$ cat config.mk
export PLATFORM = sky130hd
export DESIGN_NAME = waterfall_column_quantizer_flat
export DESIGN_NICKNAME = d
export VERILOG_FILES = /design/src/rtl/wcq_pkg.sv /design/src/rtl/wcq_if.sv /design/src/rtl/wcq_front.sv /design/src/rtl/wcq_lane.sv /design/src/rtl/wcq_merge.sv /design/src/rtl/waterfall_column_quantizer.sv /design/src/flat_wrapper.sv
export SDC_FILE = /design/constraint.sdc
export NUM_CORES = 1
export LEC_CHECK = 0
export BUFFER_PORTS_ARGS = -buffer_cell sky130_fd_sc_hd__buf_2
export CAP_MARGIN = 25
export CORE_UTILIZATION = 45
export DETAILED_ROUTE_END_ITERATION = 8
export GPL_TIMING_DRIVEN = 0
export PLACE_DENSITY = 0.7
export SLEW_MARGIN = 20
export SYNTH_ARGS = -nofsm -noshare
export SYNTH_HDL_FRONTEND = slang
export SYNTH_SLANG_ARGS = --single-unit
export TNS_END_PERCENT = 1
$ cat constraint.sdc
create_clock -name clk -period 3.7 [get_ports clk]
set_input_delay 0.74 -clock clk [delete_from_list [all_inputs] [get_ports clk]]
set_output_delay 0.74 -clock clk [all_outputs]
set_load 0.005 [all_outputs]
$ cat src/rtl/wcq_pkg.sv
// Shared types, constants and helper functions of the waterfall column quantizer.
// No dependencies; the front, lane, merge and top files import this package.
package wcq_pkg;

  localparam int WINDOW_LEN_DEF = 8;
  localparam int ROWS_DEF       = 256;
  localparam int MAX_BINS_DEF   = 2048;

  localparam int FIRST_PICK = 10;
  localparam int COL_LIMIT  = 4096;
  localparam int LEVEL_MIN  = 1;
  localparam int LEVEL_MAX  = 64;
  localparam int DB_SCALE   = 394566;  // round(65536 * 20 * log10(2))
  localparam int ROUND_HALF = 32768;

  localparam int CFG_IDX_W  = 2;
  localparam int CFG_DATA_W = 16;
  localparam int LANE_DEPTH = 5;

  typedef enum logic [CFG_IDX_W-1:0] {
    CFG_GAIN      = 2'd0,
    CFG_OFFSET    = 2'd1,
    CFG_DEC_STEP  = 2'd2,
    CFG_COL_COUNT = 2'd3
  } cfg_idx_t;

  typedef struct packed {
    logic signed [15:0] gain;
    logic signed [15:0] offset;
    logic [12:0]        dec_step;
    logic [12:0]        col_count;
  } cfg_t;

  typedef struct packed {
    logic [31:0] sample_a;
    logic [31:0] sample_b;
    logic        last_bin;
  } in_item_t;

  typedef struct packed {
    logic [6:0]  level_a;
    logic [6:0]  level_b;
    logic [11:0] column;
    logic [7:0]  row;
    logic        last_column;
  } out_item_t;

  // position info that travels alongside the lanes
  typedef struct packed {
    logic [11:0] column;
    logic [7:0]  row;
    logic        last_column;
  } side_t;

  function automatic int sum_width(input int window_len);
    return 32 + $clog2(window_len);
  endfunction

  // width of the scaled level word at the end of a lane
  function automatic int lane_v_width(input int sum_w);
    return $clog2(sum_w) + 30;
  endfunction

  // round(256 * log2(1 + k/16)), k = 0..16
  function automatic logic [8:0] log_tab(input logic [4:0] k);
    logic [8:0] t;
    case (k)
      5'd0:    t = 9'd0;
      5'd1:    t = 9'd22;
      5'd2:    t = 9'd44;
      5'd3:    t = 9'd63;
      5'd4:    t = 9'd82;
      5'd5:    t = 9'd100;
      5'd6:    t = 9'd118;
      5'd7:    t = 9'd134;
      5'd8:    t = 9'd150;
      5'd9:    t = 9'd165;
      5'd10:   t = 9'd179;
      5'd11:   t = 9'd193;
      5'd12:   t = 9'd207;
      5'd13:   t = 9'd220;
      5'd14:   t = 9'd232;
      5'd15:   t = 9'd244;
      default: t = 9'd256;
    endcase
    return t;
  endfunction

endpackage

$ cat src/rtl/wcq_if.sv
// Valid/ready channel carrying one item of a given payload type.
// Depends on nothing; payload types come from wcq_pkg at instantiation.
interface wcq_if #(
  parameter type payload_t = logic
) ();
  logic     valid;
  logic     ready;
  payload_t data;

  modport source (output valid, output data, input ready);
  modport sink   (input valid, input data, output ready);
endinterface

$ cat src/rtl/wcq_front.sv
// Front end: boxcar delay lines and running sums, bin/column/row counters
// and the column pick decision. Uses wcq_pkg.
module wcq_front import wcq_pkg::*; #(
  parameter int WINDOW_LEN = WINDOW_LEN_DEF,
  parameter int ROWS       = ROWS_DEF,
  parameter int MAX_BINS   = MAX_BINS_DEF
) (
  input  logic                               clk,
  input  logic                               rst_n,
  input  logic                               en,
  input  logic                               in_fire,
  input  in_item_t                           in_data,
  input  cfg_t                               cfg,
  output logic                               vld,
  output side_t                              side,
  output logic [sum_width(WINDOW_LEN)-1:0]   sum_a,
  output logic [sum_width(WINDOW_LEN)-1:0]   sum_b
);

  localparam int SUM_W = sum_width(WINDOW_LEN);
  localparam int BC_W  = $clog2(MAX_BINS + 1);
  localparam int NP_W  = $clog2(MAX_BINS + COL_LIMIT);
  localparam int RP_W  = $clog2(ROWS);

  logic [31:0]      win_a_r [WINDOW_LEN];
  logic [31:0]      win_b_r [WINDOW_LEN];
  logic [SUM_W-1:0] sum_a_r, sum_b_r, sum_a_nxt, sum_b_nxt;
  logic [BC_W-1:0]  bin_count_r;
  logic [NP_W-1:0]  next_pick_r;
  logic [12:0]      col_idx_r;
  logic [RP_W-1:0]  row_ptr_r;

  logic             vld_r;
  side_t            side_r;
  logic [SUM_W-1:0] snap_a_r, snap_b_r;

  logic [12:0]      cols, step;
  logic             pick;
  logic [RP_W+7:0]  row_ext;

  always_comb begin
    cols = (cfg.col_count > 13'(COL_LIMIT)) ? 13'(COL_LIMIT) : cfg.col_count;
    step = (cfg.dec_step == 13'd0) ? 13'd1 : cfg.dec_step;
    sum_a_nxt = sum_a_r + SUM_W'(in_data.sample_a) - SUM_W'(win_a_r[WINDOW_LEN-1]);
    sum_b_nxt = sum_b_r + SUM_W'(in_data.sample_b) - SUM_W'(win_b_r[WINDOW_LEN-1]);
    pick = (bin_count_r < BC_W'(MAX_BINS)) && (NP_W'(bin_count_r) == next_pick_r) &&
           (col_idx_r < cols);
    row_ext = {8'd0, row_ptr_r};
  end

  always_ff @(posedge clk) begin
    if (!rst_n) begin
      for (int i = 0; i < WINDOW_LEN; i++) begin
        win_a_r[i] <= '0;
        win_b_r[i] <= '0;
      end
      sum_a_r     <= '0;
      sum_b_r     <= '0;
      bin_count_r <= '0;
      next_pick_r <= NP_W'(FIRST_PICK);
      col_idx_r   <= '0;
      row_ptr_r   <= RP_W'(ROWS - 1);
      vld_r       <= 1'b0;
    end else begin
      if (en) begin
        vld_r <= in_fire && pick;
      end
      if (in_fire) begin
        if (in_data.last_bin) begin
          for (int i = 0; i < WINDOW_LEN; i++) begin
            win_a_r[i] <= '0;
            win_b_r[i] <= '0;
          end
          sum_a_r     <= '0;
          sum_b_r     <= '0;
          bin_count_r <= '0;
          next_pick_r <= NP_W'(FIRST_PICK);
          col_idx_r   <= '0;
          row_ptr_r   <= (row_ptr_r == '0) ? RP_W'(ROWS - 1) : row_ptr_r - 1'b1;
        end else begin
          for (int i = WINDOW_LEN - 1; i > 0; i--) begin
            win_a_r[i] <= win_a_r[i-1];
            win_b_r[i] <= win_b_r[i-1];
          end
          win_a_r[0] <= in_data.sample_a;
          win_b_r[0] <= in_data.sample_b;
          sum_a_r    <= sum_a_nxt;
          sum_b_r    <= sum_b_nxt;
          if (bin_count_r < BC_W'(MAX_BINS)) begin
            bin_count_r <= bin_count_r + 1'b1;
          end
          if (pick) begin
            col_idx_r   <= col_idx_r + 13'd1;
            next_pick_r <= next_pick_r + NP_W'(step);
          end
        end
      end
    end
  end

  // snapshot of each accepted bin, held while the lanes stall
  always_ff @(posedge clk) begin
    if (in_fire) begin
      snap_a_r           <= sum_a_nxt;
      snap_b_r           <= sum_b_nxt;
      side_r.column      <= col_idx_r[11:0];
      side_r.row         <= row_ext[7:0];
      side_r.last_column <= (col_idx_r == cols - 13'd1);
    end
  end

  assign vld   = vld_r;
  assign side  = side_r;
  assign sum_a = snap_a_r;
  assign sum_b = snap_b_r;

endmodule

$ cat src/rtl/wcq_lane.sv
// One channel lane: leading-one search, table log2, dB scaling and gain/offset,
// five register stages, each advanced by its own enable. Uses wcq_pkg.
module wcq_lane import wcq_pkg::*; #(
  parameter int SUM_W = sum_width(WINDOW_LEN_DEF)
) (
  input  logic                                  clk,
  input  logic [LANE_DEPTH-1:0]                 adv,
  input  logic signed [15:0]                    gain,
  input  logic signed [15:0]                    offset,
  input  logic [SUM_W-1:0]                      sum_in,
  output logic                                  zero,
  output logic signed [lane_v_width(SUM_W)-1:0] v
);

  localparam int E_W  = $clog2(SUM_W);
  localparam int L_W  = E_W + 9;
  localparam int P_W  = L_W + 19;
  localparam int DB_W = L_W + 3;
  localparam int V_W  = lane_v_width(SUM_W);

  logic [E_W-1:0]       lead;
  logic [SUM_W+11:0]    ext;
  logic [8:0]           t0, t1;
  logic [4:0]           dlt;
  logic [13:0]          interp_raw;
  logic [L_W-1:0]       l_nxt;
  logic [P_W-1:0]       prod_db;
  logic signed [16+DB_W:0] prod_v;
  logic signed [V_W-1:0]   v_nxt;

  logic [SUM_W-1:0]     s1_sum_r;
  logic [E_W-1:0]       s1_e_r, s2_e_r;
  logic                 s1_zero_r, s2_zero_r, s3_zero_r, s4_zero_r, s5_zero_r;
  logic [3:0]           s2_k_r;
  logic [7:0]           s2_f_r;
  logic [L_W-1:0]       s3_l_r;
  logic [DB_W-1:0]      s4_db_r;
  logic signed [V_W-1:0] s5_v_r;

  always_comb begin
    lead = '0;
    for (int i = 0; i < SUM_W; i++) begin
      if (sum_in[i]) lead = E_W'(i);
    end
    // 12 bits below the leading one, zero-filled under bit 0
    ext = {s1_sum_r, 12'd0} >> s1_e_r;
    t0 = log_tab({1'b0, s2_k_r});
    t1 = log_tab({1'b0, s2_k_r} + 5'd1);
    dlt = 5'(t1 - t0);
    interp_raw = 14'(dlt) * 14'(s2_f_r) + 14'd128;
    l_nxt = L_W'({s2_e_r, 8'd0}) + L_W'(t0) + L_W'(interp_raw[13:8]);
    prod_db = s3_l_r * P_W'(DB_SCALE) + P_W'(ROUND_HALF);
    prod_v = gain * $signed({1'b0, s4_db_r});
    v_nxt = V_W'(prod_v) + (V_W'(offset) <<< 8) + V_W'(ROUND_HALF);
  end

  always_ff @(posedge clk) begin
    if (adv[0]) begin
      s1_sum_r  <= sum_in;
      s1_e_r    <= lead;
      s1_zero_r <= (sum_in == '0);
    end
    if (adv[1]) begin
      s2_k_r    <= ext[11:8];
      s2_f_r    <= ext[7:0];
      s2_e_r    <= s1_e_r;
      s2_zero_r <= s1_zero_r;
    end
    if (adv[2]) begin
      s3_l_r    <= l_nxt;
      s3_zero_r <= s2_zero_r;
    end
    if (adv[3]) begin
      s4_db_r   <= prod_db[P_W-1:16];
      s4_zero_r <= s3_zero_r;
    end
    if (adv[4]) begin
      s5_v_r    <= v_nxt;
      s5_zero_r <= s4_zero_r;
    end
  end

  assign zero = s5_zero_r;
  assign v    = s5_v_r;

endmodule

$ cat src/rtl/wcq_merge.sv
// Merge stage: clamps both lane results to levels, joins them with the column
// and row info and holds the item in the output register. Uses wcq_pkg.
module wcq_merge import wcq_pkg::*; #(
  parameter int SUM_W = sum_width(WINDOW_LEN_DEF)
) (
  input  logic                                  clk,
  input  logic                                  rst_n,
  input  logic                                  vld_in,
  input  side_t                                 side,
  input  logic                                  zero_a,
  input  logic                                  zero_b,
  input  logic signed [lane_v_width(SUM_W)-1:0] v_a,
  input  logic signed [lane_v_width(SUM_W)-1:0] v_b,
  input  logic                                  out_ready,
  output logic                                  en,
  output logic                                  out_valid,
  output out_item_t                             out_data
);

  localparam int V_W = lane_v_width(SUM_W);

  logic      out_valid_r;
  out_item_t out_data_r;

  function automatic logic [6:0] clamp_level(input logic zero_in,
                                             input logic signed [V_W-1:0] val);
    logic [6:0] lvl;
    if (zero_in || (val < $signed(V_W'(65536)))) begin
      lvl = 7'(LEVEL_MIN);
    end else if (val >= $signed(V_W'(LEVEL_MAX * 65536))) begin
      lvl = 7'(LEVEL_MAX);
    end else begin
      lvl = val[22:16];
    end
    return lvl;
  endfunction

  assign en = !out_valid_r || out_ready;

  always_ff @(posedge clk) begin
    if (!rst_n) begin
      out_valid_r <= 1'b0;
    end else if (en) begin
      out_valid_r <= vld_in;
    end
  end

  always_ff @(posedge clk) begin
    if (en) begin
      out_data_r.level_a     <= clamp_level(zero_a, v_a);
      out_data_r.level_b     <= clamp_level(zero_b, v_b);
      out_data_r.column      <= side.column;
      out_data_r.row         <= side.row;
      out_data_r.last_column <= side.last_column;
    end
  end

  assign out_valid = out_valid_r;
  assign out_data  = out_data_r;

endmodule

$ cat src/rtl/waterfall_column_quantizer.sv
// Waterfall column quantizer, top level.
// Depends on wcq_pkg, wcq_if, wcq_front, wcq_lane and wcq_merge.
//
// Usage: spectrum bins arrive on in_ch (sample_a, sample_b, last_bin), one item
// per bin. Each bin updates a WINDOW_LEN boxcar sum per channel; at the picked
// bins (10, 10+dec_step, ...) while fewer than col_count columns are out, one
// item with both dB levels (1..64), column, row and last_column goes out on
// out_ch. Other bins produce nothing. last_bin clears the sums and counters and
// steps the row pointer down, wrapping to ROWS-1.
// Throughput: one bin per clock while out_ch.ready does not stall the pipeline. A
// picked bin's result passes the front register, five lane stages and the output
// register on its way to out_ch; the two channel lanes run side by side.
// Configuration: cfg_we/cfg_index/cfg_data write gain, offset, dec_step and
// col_count; write only while no item is in flight.
// Reset (rst_n low, synchronous): config returns to defaults, delay lines,
// sums and counters clear, row pointer goes to ROWS-1; no clearing pass.
// Stall: when out_ch.ready is low, empty pipeline stages still fill; in_ch.ready
// drops only once the front register and every stage behind it hold items.
module waterfall_column_quantizer import wcq_pkg::*; #(
  parameter int WINDOW_LEN = WINDOW_LEN_DEF,
  parameter int ROWS       = ROWS_DEF,
  parameter int MAX_BINS   = MAX_BINS_DEF
) (
  input  logic                  clk,
  input  logic                  rst_n,
  wcq_if.sink                   in_ch,
  wcq_if.source                 out_ch,
  input  logic                  cfg_we,
  input  logic [CFG_IDX_W-1:0]  cfg_index,
  input  logic [CFG_DATA_W-1:0] cfg_data
);

  localparam int SUM_W = sum_width(WINDOW_LEN);
  localparam int V_W   = lane_v_width(SUM_W);

  cfg_t                  cfg_r;
  logic                  en_front, in_fire, front_vld;
  side_t                 front_side;
  logic [SUM_W-1:0]      front_sum_a, front_sum_b;
  logic [LANE_DEPTH-1:0] en_lane, vld_r;
  side_t                 side_r [LANE_DEPTH];
  logic                  en_out, zero_a, zero_b;
  logic signed [V_W-1:0] v_a, v_b;

  always_ff @(posedge clk) begin
    if (!rst_n) begin
      cfg_r.gain      <= 16'sd256;
      cfg_r.offset    <= 16'sd0;
      cfg_r.dec_step  <= 13'd1;
      cfg_r.col_count <= 13'd256;
    end else if (cfg_we) begin
      case (cfg_idx_t'(cfg_index))
        CFG_GAIN:      cfg_r.gain      <= cfg_data;
        CFG_OFFSET:    cfg_r.offset    <= cfg_data;
        CFG_DEC_STEP:  cfg_r.dec_step  <= cfg_data[12:0];
        CFG_COL_COUNT: cfg_r.col_count <= cfg_data[12:0];
        default: ;
      endcase
    end
  end

  // a stage may load when it is empty or its successor loads
  always_comb begin
    en_lane[LANE_DEPTH-1] = !vld_r[LANE_DEPTH-1] || en_out;
    for (int i = LANE_DEPTH - 2; i >= 0; i--) begin
      en_lane[i] = !vld_r[i] || en_lane[i+1];
    end
    en_front = !front_vld || en_lane[0];
  end

  assign in_ch.ready = en_front;
  assign in_fire     = in_ch.valid && en_front;

  always_ff @(posedge clk) begin
    if (!rst_n) begin
      vld_r <= '0;
    end else begin
      if (en_lane[0]) vld_r[0] <= front_vld;
      for (int i = 1; i < LANE_DEPTH; i++) begin
        if (en_lane[i]) vld_r[i] <= vld_r[i-1];
      end
    end
  end

  always_ff @(posedge clk) begin
    if (en_lane[0]) side_r[0] <= front_side;
    for (int i = 1; i < LANE_DEPTH; i++) begin
      if (en_lane[i]) side_r[i] <= side_r[i-1];
    end
  end

  wcq_front #(
    .WINDOW_LEN (WINDOW_LEN),
    .ROWS       (ROWS),
    .MAX_BINS   (MAX_BINS)
  ) u_front (
    .clk     (clk),
    .rst_n   (rst_n),
    .en      (en_front),
    .in_fire (in_fire),
    .in_data (in_ch.data),
    .cfg     (cfg_r),
    .vld     (front_vld),
    .side    (front_side),
    .sum_a   (front_sum_a),
    .sum_b   (front_sum_b)
  );

  wcq_lane #(.SUM_W(SUM_W)) u_lane_a (
    .clk    (clk),
    .adv    (en_lane),
    .gain   (cfg_r.gain),
    .offset (cfg_r.offset),
    .sum_in (front_sum_a),
    .zero   (zero_a),
    .v      (v_a)
  );

  wcq_lane #(.SUM_W(SUM_W)) u_lane_b (
    .clk    (clk),
    .adv    (en_lane),
    .gain   (cfg_r.gain),
    .offset (cfg_r.offset),
    .sum_in (front_sum_b),
    .zero   (zero_b),
    .v      (v_b)
  );

  wcq_merge #(.SUM_W(SUM_W)) u_merge (
    .clk       (clk),
    .rst_n     (rst_n),
    .vld_in    (vld_r[LANE_DEPTH-1]),
    .side      (side_r[LANE_DEPTH-1]),
    .zero_a    (zero_a),
    .zero_b    (zero_b),
    .v_a       (v_a),
    .v_b       (v_b),
    .out_ready (out_ch.ready),
    .en        (en_out),
    .out_valid (out_ch.valid),
    .out_data  (out_ch.data)
  );

`ifndef SYNTHESIS
  a_level_range: assert property (@(posedge clk) disable iff (!rst_n)
    out_ch.valid |-> (out_ch.data.level_a >= 7'd1) && (out_ch.data.level_a <= 7'd64) &&
                     (out_ch.data.level_b >= 7'd1) && (out_ch.data.level_b <= 7'd64))
    else $error("level out of range");

  a_last_stage_holds: assert property (@(posedge clk) disable iff (!rst_n)
    (vld_r[LANE_DEPTH-1] && !en_lane[LANE_DEPTH-1]) |=> vld_r[LANE_DEPTH-1])
    else $error("stalled item dropped from last lane stage");

  a_stall_needs_item: assert property (@(posedge clk) disable iff (!rst_n)
    !in_ch.ready |-> (front_vld && vld_r[0] && out_ch.valid))
    else $error("input stalled with an empty pipeline stage");
`endif

endmodule
$ cat src/flat_wrapper.sv
// flat-port wrapper written by rule: the top's interface ports become plain ports
module waterfall_column_quantizer_flat import wcq_pkg::*;
#(
  parameter int WINDOW_LEN = WINDOW_LEN_DEF,
  parameter int ROWS       = ROWS_DEF,
  parameter int MAX_BINS   = MAX_BINS_DEF
)
  (clk, rst_n, cfg_we, cfg_index, cfg_data, in_ch_valid, in_ch_data, in_ch_ready, out_ch_valid, out_ch_data, out_ch_ready);
  wcq_if in_ch_i ();
  wcq_if out_ch_i ();
  input  logic clk;
  input  logic rst_n;
  input  logic cfg_we;
  input  logic [CFG_IDX_W-1:0] cfg_index;
  input  logic [CFG_DATA_W-1:0] cfg_data;
  input wire logic [$bits(in_ch_i.valid)-1:0] in_ch_valid;
  input wire logic [$bits(in_ch_i.data)-1:0] in_ch_data;
  output wire logic [$bits(in_ch_i.ready)-1:0] in_ch_ready;
  output wire logic [$bits(out_ch_i.valid)-1:0] out_ch_valid;
  output wire logic [$bits(out_ch_i.data)-1:0] out_ch_data;
  input wire logic [$bits(out_ch_i.ready)-1:0] out_ch_ready;
  assign in_ch_i.valid = in_ch_valid;
  assign in_ch_i.data = in_ch_data;
  assign in_ch_ready = in_ch_i.ready;
  assign out_ch_valid = out_ch_i.valid;
  assign out_ch_data = out_ch_i.data;
  assign out_ch_i.ready = out_ch_ready;
  waterfall_column_quantizer #(.WINDOW_LEN(WINDOW_LEN), .ROWS(ROWS), .MAX_BINS(MAX_BINS)) u_core (.clk(clk), .rst_n(rst_n), .in_ch(in_ch_i), .out_ch(out_ch_i), .cfg_we(cfg_we), .cfg_index(cfg_index), .cfg_data(cfg_data));
endmodule
-- Word level (Yosys, flattened, before mapping)
Memory sizes are Yosys's and may differ from the RTL's. A register that Yosys moved wholly into a read port is not among the register bits.
Index checks and enable logic that the tools add are counted.
- add/subtract/negate cells: 5
- $lt $le $gt $ge: 3
- equality and inequality tests: 4
- muxes and demuxes: 19
- reduce and logical (&&, ||, !) cells: 27
- operator list (kind ; number):
    $mux W13 ; 6
    $mux W12 ; 2
    $add A13 B1 Y13 const B ; 1
    $add A13 B13 Y13 ; 1
    $eq A12 B13 Y1 ; 1
    $eq A13 B13 Y1 ; 1
    $gt A13 B13 Y1 const B ; 1
    $logic_not A13 Y1 ; 1
    $lt A13 B13 Y1 ; 1
    $sub A13 B1 Y13 const B ; 1
    $add A12 B1 Y12 const B ; 1
    $lt A12 B12 Y1 const B ; 1
    $mux W1 ; 10
    $reduce_and A2 Y1 ; 5
    $logic_not A8 Y1 ; 1
    $mux W8 ; 1
    $sub A8 B1 Y8 const B ; 1
    $logic_not A1 Y1 ; 7
    $logic_or A1 B1 Y1 ; 7
    $eq A2 B2 Y1 const B ; 2
    $logic_and A1 B1 Y1 ; 4
    $reduce_bool A2 Y1 ; 2
- register bits: 100
- RAM bits: 105
- bits of input ports: 24
- output and inout bits: 3
- word-level logic and storage cells: 75
- memories kept: 1
- memories (name ; depth ; bits a word ; rd ports ; clocked after memory_dff ; wr ports ; line ; source):
    u_core.side_r ; 5 ; 21 ; 5 ; 1 ; 5 ; waterfall_column_quantizer.sv:41 ; side_t side_r [LANE_DEPTH];

-- Longest topological paths before layout
- depth in word-level cells: 10
- mapped depth: 14

-- Hierarchy
From an unflattened synthesis, not the netlist that was laid out.
- cell total of the unflattened synthesis: 7850
- area, all modules: 84343.4 um^2
- modules (own cells, without submodules) (module ; times used ; cells each ; area each (um^2)):
    wcq_front ; 1 ; 2797 ; 31690.4
    wcq_lane (u_core.u_lane_b) ; 1 ; 2337 ; 23033.3
    wcq_lane (u_core.u_lane_a) ; 1 ; 2287 ; 22745.6
    waterfall_column_quantizer ; 1 ; 342 ; 5510.3
    wcq_merge ; 1 ; 87 ; 1363.8

-- Worst setup path after synthesis
No wires, ideal clock.
- path kind: register -> register
- from: register u_core.cfg_r[12] (netlist bit)
- to: register u_core.u_front.col_idx_r[5]
- library setup time: 0.072 ns
- arrival: 3.036 ns
- data required time: 3.628 ns
- path slack: 0.592 ns
- cell stages (with the launch flop): 13
- period minus slack after synthesis: 3.108 ns
- cell sequence: dfxtp_1 > inv_1 > clkbuf_1 > clkbuf_1 > nand2_1 > ha_1 > o21ai_0 > nor2_1 > or4_4 > o41a_1 > buf_2 > nor4_1 > mux2i_1
- longest elaborated chain between the ends: 6
- RTL lines (item ; line ; source):
    start, declared ; waterfall_column_quantizer.sv:36 ; cfg_t cfg_r;
    $gt A13 B13 Y1 ; wcq_front.sv:42 ; cols = (cfg.col_count > 13'(COL_LIMIT)) ? 13'(COL_LIMIT) : cfg.col_count;
    $mux W13 (*) ; wcq_front.sv:42 ;
    $lt A13 B13 Y1 (*) ; wcq_front.sv:47 ; (col_idx_r < cols);
    $logic_and A1 B1 Y1 (*) ; wcq_front.sv:46 ; pick = (bin_count_r < BC_W'(MAX_BINS)) && (NP_W'(bin_count_r) == next_pick_r) &&
    $reduce_bool A2 Y1 (no source line) (*) ; - ;
    $reduce_and A2 Y1 (no source line) (*) ; - ;
    end signal, assigned ; wcq_front.sv:93 ; col_idx_r <= col_idx_r + 13'd1;
    end, declared ; wcq_front.sv:30 ; logic [12:0] col_idx_r;
Every way passes the cells marked *; elsewhere a longest branch is shown, timed or not.
A chain may end at the register's enable or synchronous reset.

-- Worst setup path in the final report
Ends and elaborated chain as after synthesis.

==> results.toml <==
[final_layout]
final_area_um2 = 5110
area_growth_pct = 9.47
final_nets = 662
diodes = 0
layout-drive-gt1-share = 0.0798
final_cells = 747

[place]
gp_congestion = 0.889
io_buffers = 22
dpl.hpwl_um = 8650
placed_cell_area_um2 = 4940
place_inst = 732

[power]
finalPower_uw = 1620
ir_drop_mv = 0.222
p_per_area_nw_per_um2 = 317
power.leakage_uw = 0.00189

[die]
die-area_um2 = 10800
fp.dieW_um = 104
io_pins = 27
rows = 36
coreArea_um2 = 9910
die_y_um = 104
initial_core_util = 0.471

[clock_network]
cts_tree = "yes"
clock-sinks = 78
clk_pin_slew_ns = 0.08
cts-root-buf = "clkbuf_8"
clk_latency_ns = 0.37
htree_levels = 3
post_cts_buffers = 0
cts_buffers = 9
ctsLongestPathBuffers = 2

[flow_run]
cap_violations = 0

[timing]
hold_ws_ns = 0.422
finalMaxSlewViolations = 0
final_hold_viol_count = 0
worst_slew_pin_slew_ns = 0.876
slew_headroom = 0.410
grt_setup_unrepaired = "false"
fin_setup_tns_ns = 0
max_freq_ghz = 0.294
fin_skew_ns = 0.0114
finalCritPeriodShare = 0.920
finalSetupViolCount = 0
layout_min_cycle_time_ns = 3.41

[detailed_routing]
routed-via-count = 4184
initialDrtViolationCount = 208
drc = 0
finalWirelength_um = 11000
viasPerCell = 5.60
drtPass1Iterations = 5
detail_route.wl_per_cell_um = 14.7
ant_nets = 0

[worst_setup_path]
crit_path_start_kind = "flip-flop"
crit_required_ns = 4.00
r2r_slack_ns = 0.29
crit_path_end_kind = "flip-flop"
critPathKind = "reg -> reg"
critPathMaxFanout = 11
crit_arrival_ns = 3.70

[synthesis]
synthDistinctLibCells = 57
ys_seq_area_frac = 0.350
synthArstFlopShare = 0
yosys_register_bits = 78
synth.avg_cell_area_um2 = 8.09
syn_area_um2 = 4670
synth_edf_count = 7
yosys_most_used_dff = "dfxtp_1"
synth_cells = 577
syn-num-nets = 630
yosys_warnings = 0

[global_routing]
grt_pass1_vias = 4027
globalRouteOverflowTotal = 0
grt_use_total = 0.216
grt_max_degree = 13
grt_pass1_wl_um = 18800
antenna_found_initial = 0

[status]
outcome = "finished clean"

[min_path]
min-delay-path-class = "reg -> reg"
[cells in the final DEF (no fill, tap or decap), types with 11 or more instances in the layout]
cell type    n
dfxtp_1     71
nor2b_1     14
a21boi_0    26
ha_1        28
o21ai_0     22
inv_1       15
nand3_1     17
xnor2_1     25
buf_2       25
nand2_1    103
a21oi_1     30
nor2_1      25
nand4_1     11
clkbuf_1    34
nor3_1      18
[stage by stage]
step	worst slack, ns	util
after floorplan	0.592	-
after global placement	0.109	0.499
after detailed placement	0.0299	0.499
after CTS	0.130	0.516
after global routing	0.0644	0.515
final	0.294	0.515
[worst paths after layout]
kind / from / endpoint / depth (start not counted)
worst min-delay path: u_core.side_r[0][0] / u_core.side_r[1][0] / 0
worst max-delay path: u_core.cfg_r[12] / u_core.u_front.col_idx_r[5] / 11
worst max register to register: u_core.cfg_r[12] / u_core.u_front.col_idx_r[5] / 11
worst min register to register: u_core.side_r[0][0] / u_core.side_r[1][0] / 0
[report_power, final]
group / internal, µW / switching [µW] / total, µW / leakage [µW]
logic: 72.1 / 104 / 176 / 0.00115
clock network: 259 / 306 / 565 / 0.0000878
registers: 864 / 12.3 / 876 / 0.000652
[cells in the mapped netlist (all sizes together) (5+ instances only)]
cell	instances	share of area
mux2i	5	0.011
nor4	9	0.012
edfxtp	7	0.045
a21o	5	0.0080
xor2	10	0.019
nand4	11	0.015
o21a	5	0.0080
dfxtp	71	0.30
nand2b	9	0.012
or4	6	0.011
nand2	103	0.083
nor3	19	0.021
or3	10	0.013
a21oi	30	0.032
nor2	25	0.020
nor2b	14	0.019
a211oi	6	0.011
clkbuf	34	0.027
xnor2	25	0.047
a22oi	8	0.013
o31ai	7	0.011
ha	28	0.075
a21boi	26	0.042
inv	15	0.012
nand3	17	0.018
o21ai	24	0.026
[state kept, by name (all words and copies together) (netlist names)]
name                        count
u_core.side_r                   5
u_core.u_front.next_pick_r     13
u_core.u_merge.out_valid        1
u_core.cfg_r                   26
u_core.u_front.bin_count_r     12
u_core.u_front.side             1
u_core.u_merge.out_data         1
u_core.vld_r                    5
u_core.u_front.col_idx_r       13
u_core.u_front.vld              1
[final cells by class]
cell class | count | area, µm²
fill | 1002 | 4800
multi-input combinational | 446 | 2830
sequential | 78 | 1630
tap | 133 | 166
clock buffer | 12 | 145
buffer | 37 | 144
timing repair buffer | 22 | 110
inverter | 15 | 56.3
clock inverter | 4 | 22.5
[worst max-delay path, stage by stage, from the launching register on]
cell and delay [ns]:
dfxtp_1 0.34, inv_1 0.25, clkbuf_2 0.29, nand2_1 0.08
ha_1 0.29, o21ai_0 0.16, nor2_1 0.11, or4_4 0.58
o41a_1 0.43, buf_2 0.24, nor4_1 0.35, mux2i_1 0.22
[cells by family (layout without fill, tap and decap cells)]
kind of cell,Yosys count,in the layout,share of synthesized area
flip-flops,78,78,0.350
buffers and inverters,53,90,0.0434
AO/OA/AOI/OAI,136,136,0.198
adder cells (fa/ha/maj),29,29,0.0794
XOR/XNOR,35,35,0.0657
AND/OR/NAND/NOR,241,241,0.253
multiplexers,5,5,0.0107
[layer usage]
layer  share of wire  GRT usage  wire (µm)  vias to the layer above
met4           0.013     0.0612        148                        0
li1                -          -          -                     2118
met2            0.48      0.373       5260                      101
met5               0          0          0                        -
met3           0.052     0.0566        568                       13
met1            0.46      0.262       5040                     1952
[repair_timing]
item                       in CTS  in global routing
hold buffers                    0                  0
gates resized for setup         1                  0
setup endpoints to repair       1                  7
No activity file was read; power rests on OpenSTA's default activity.
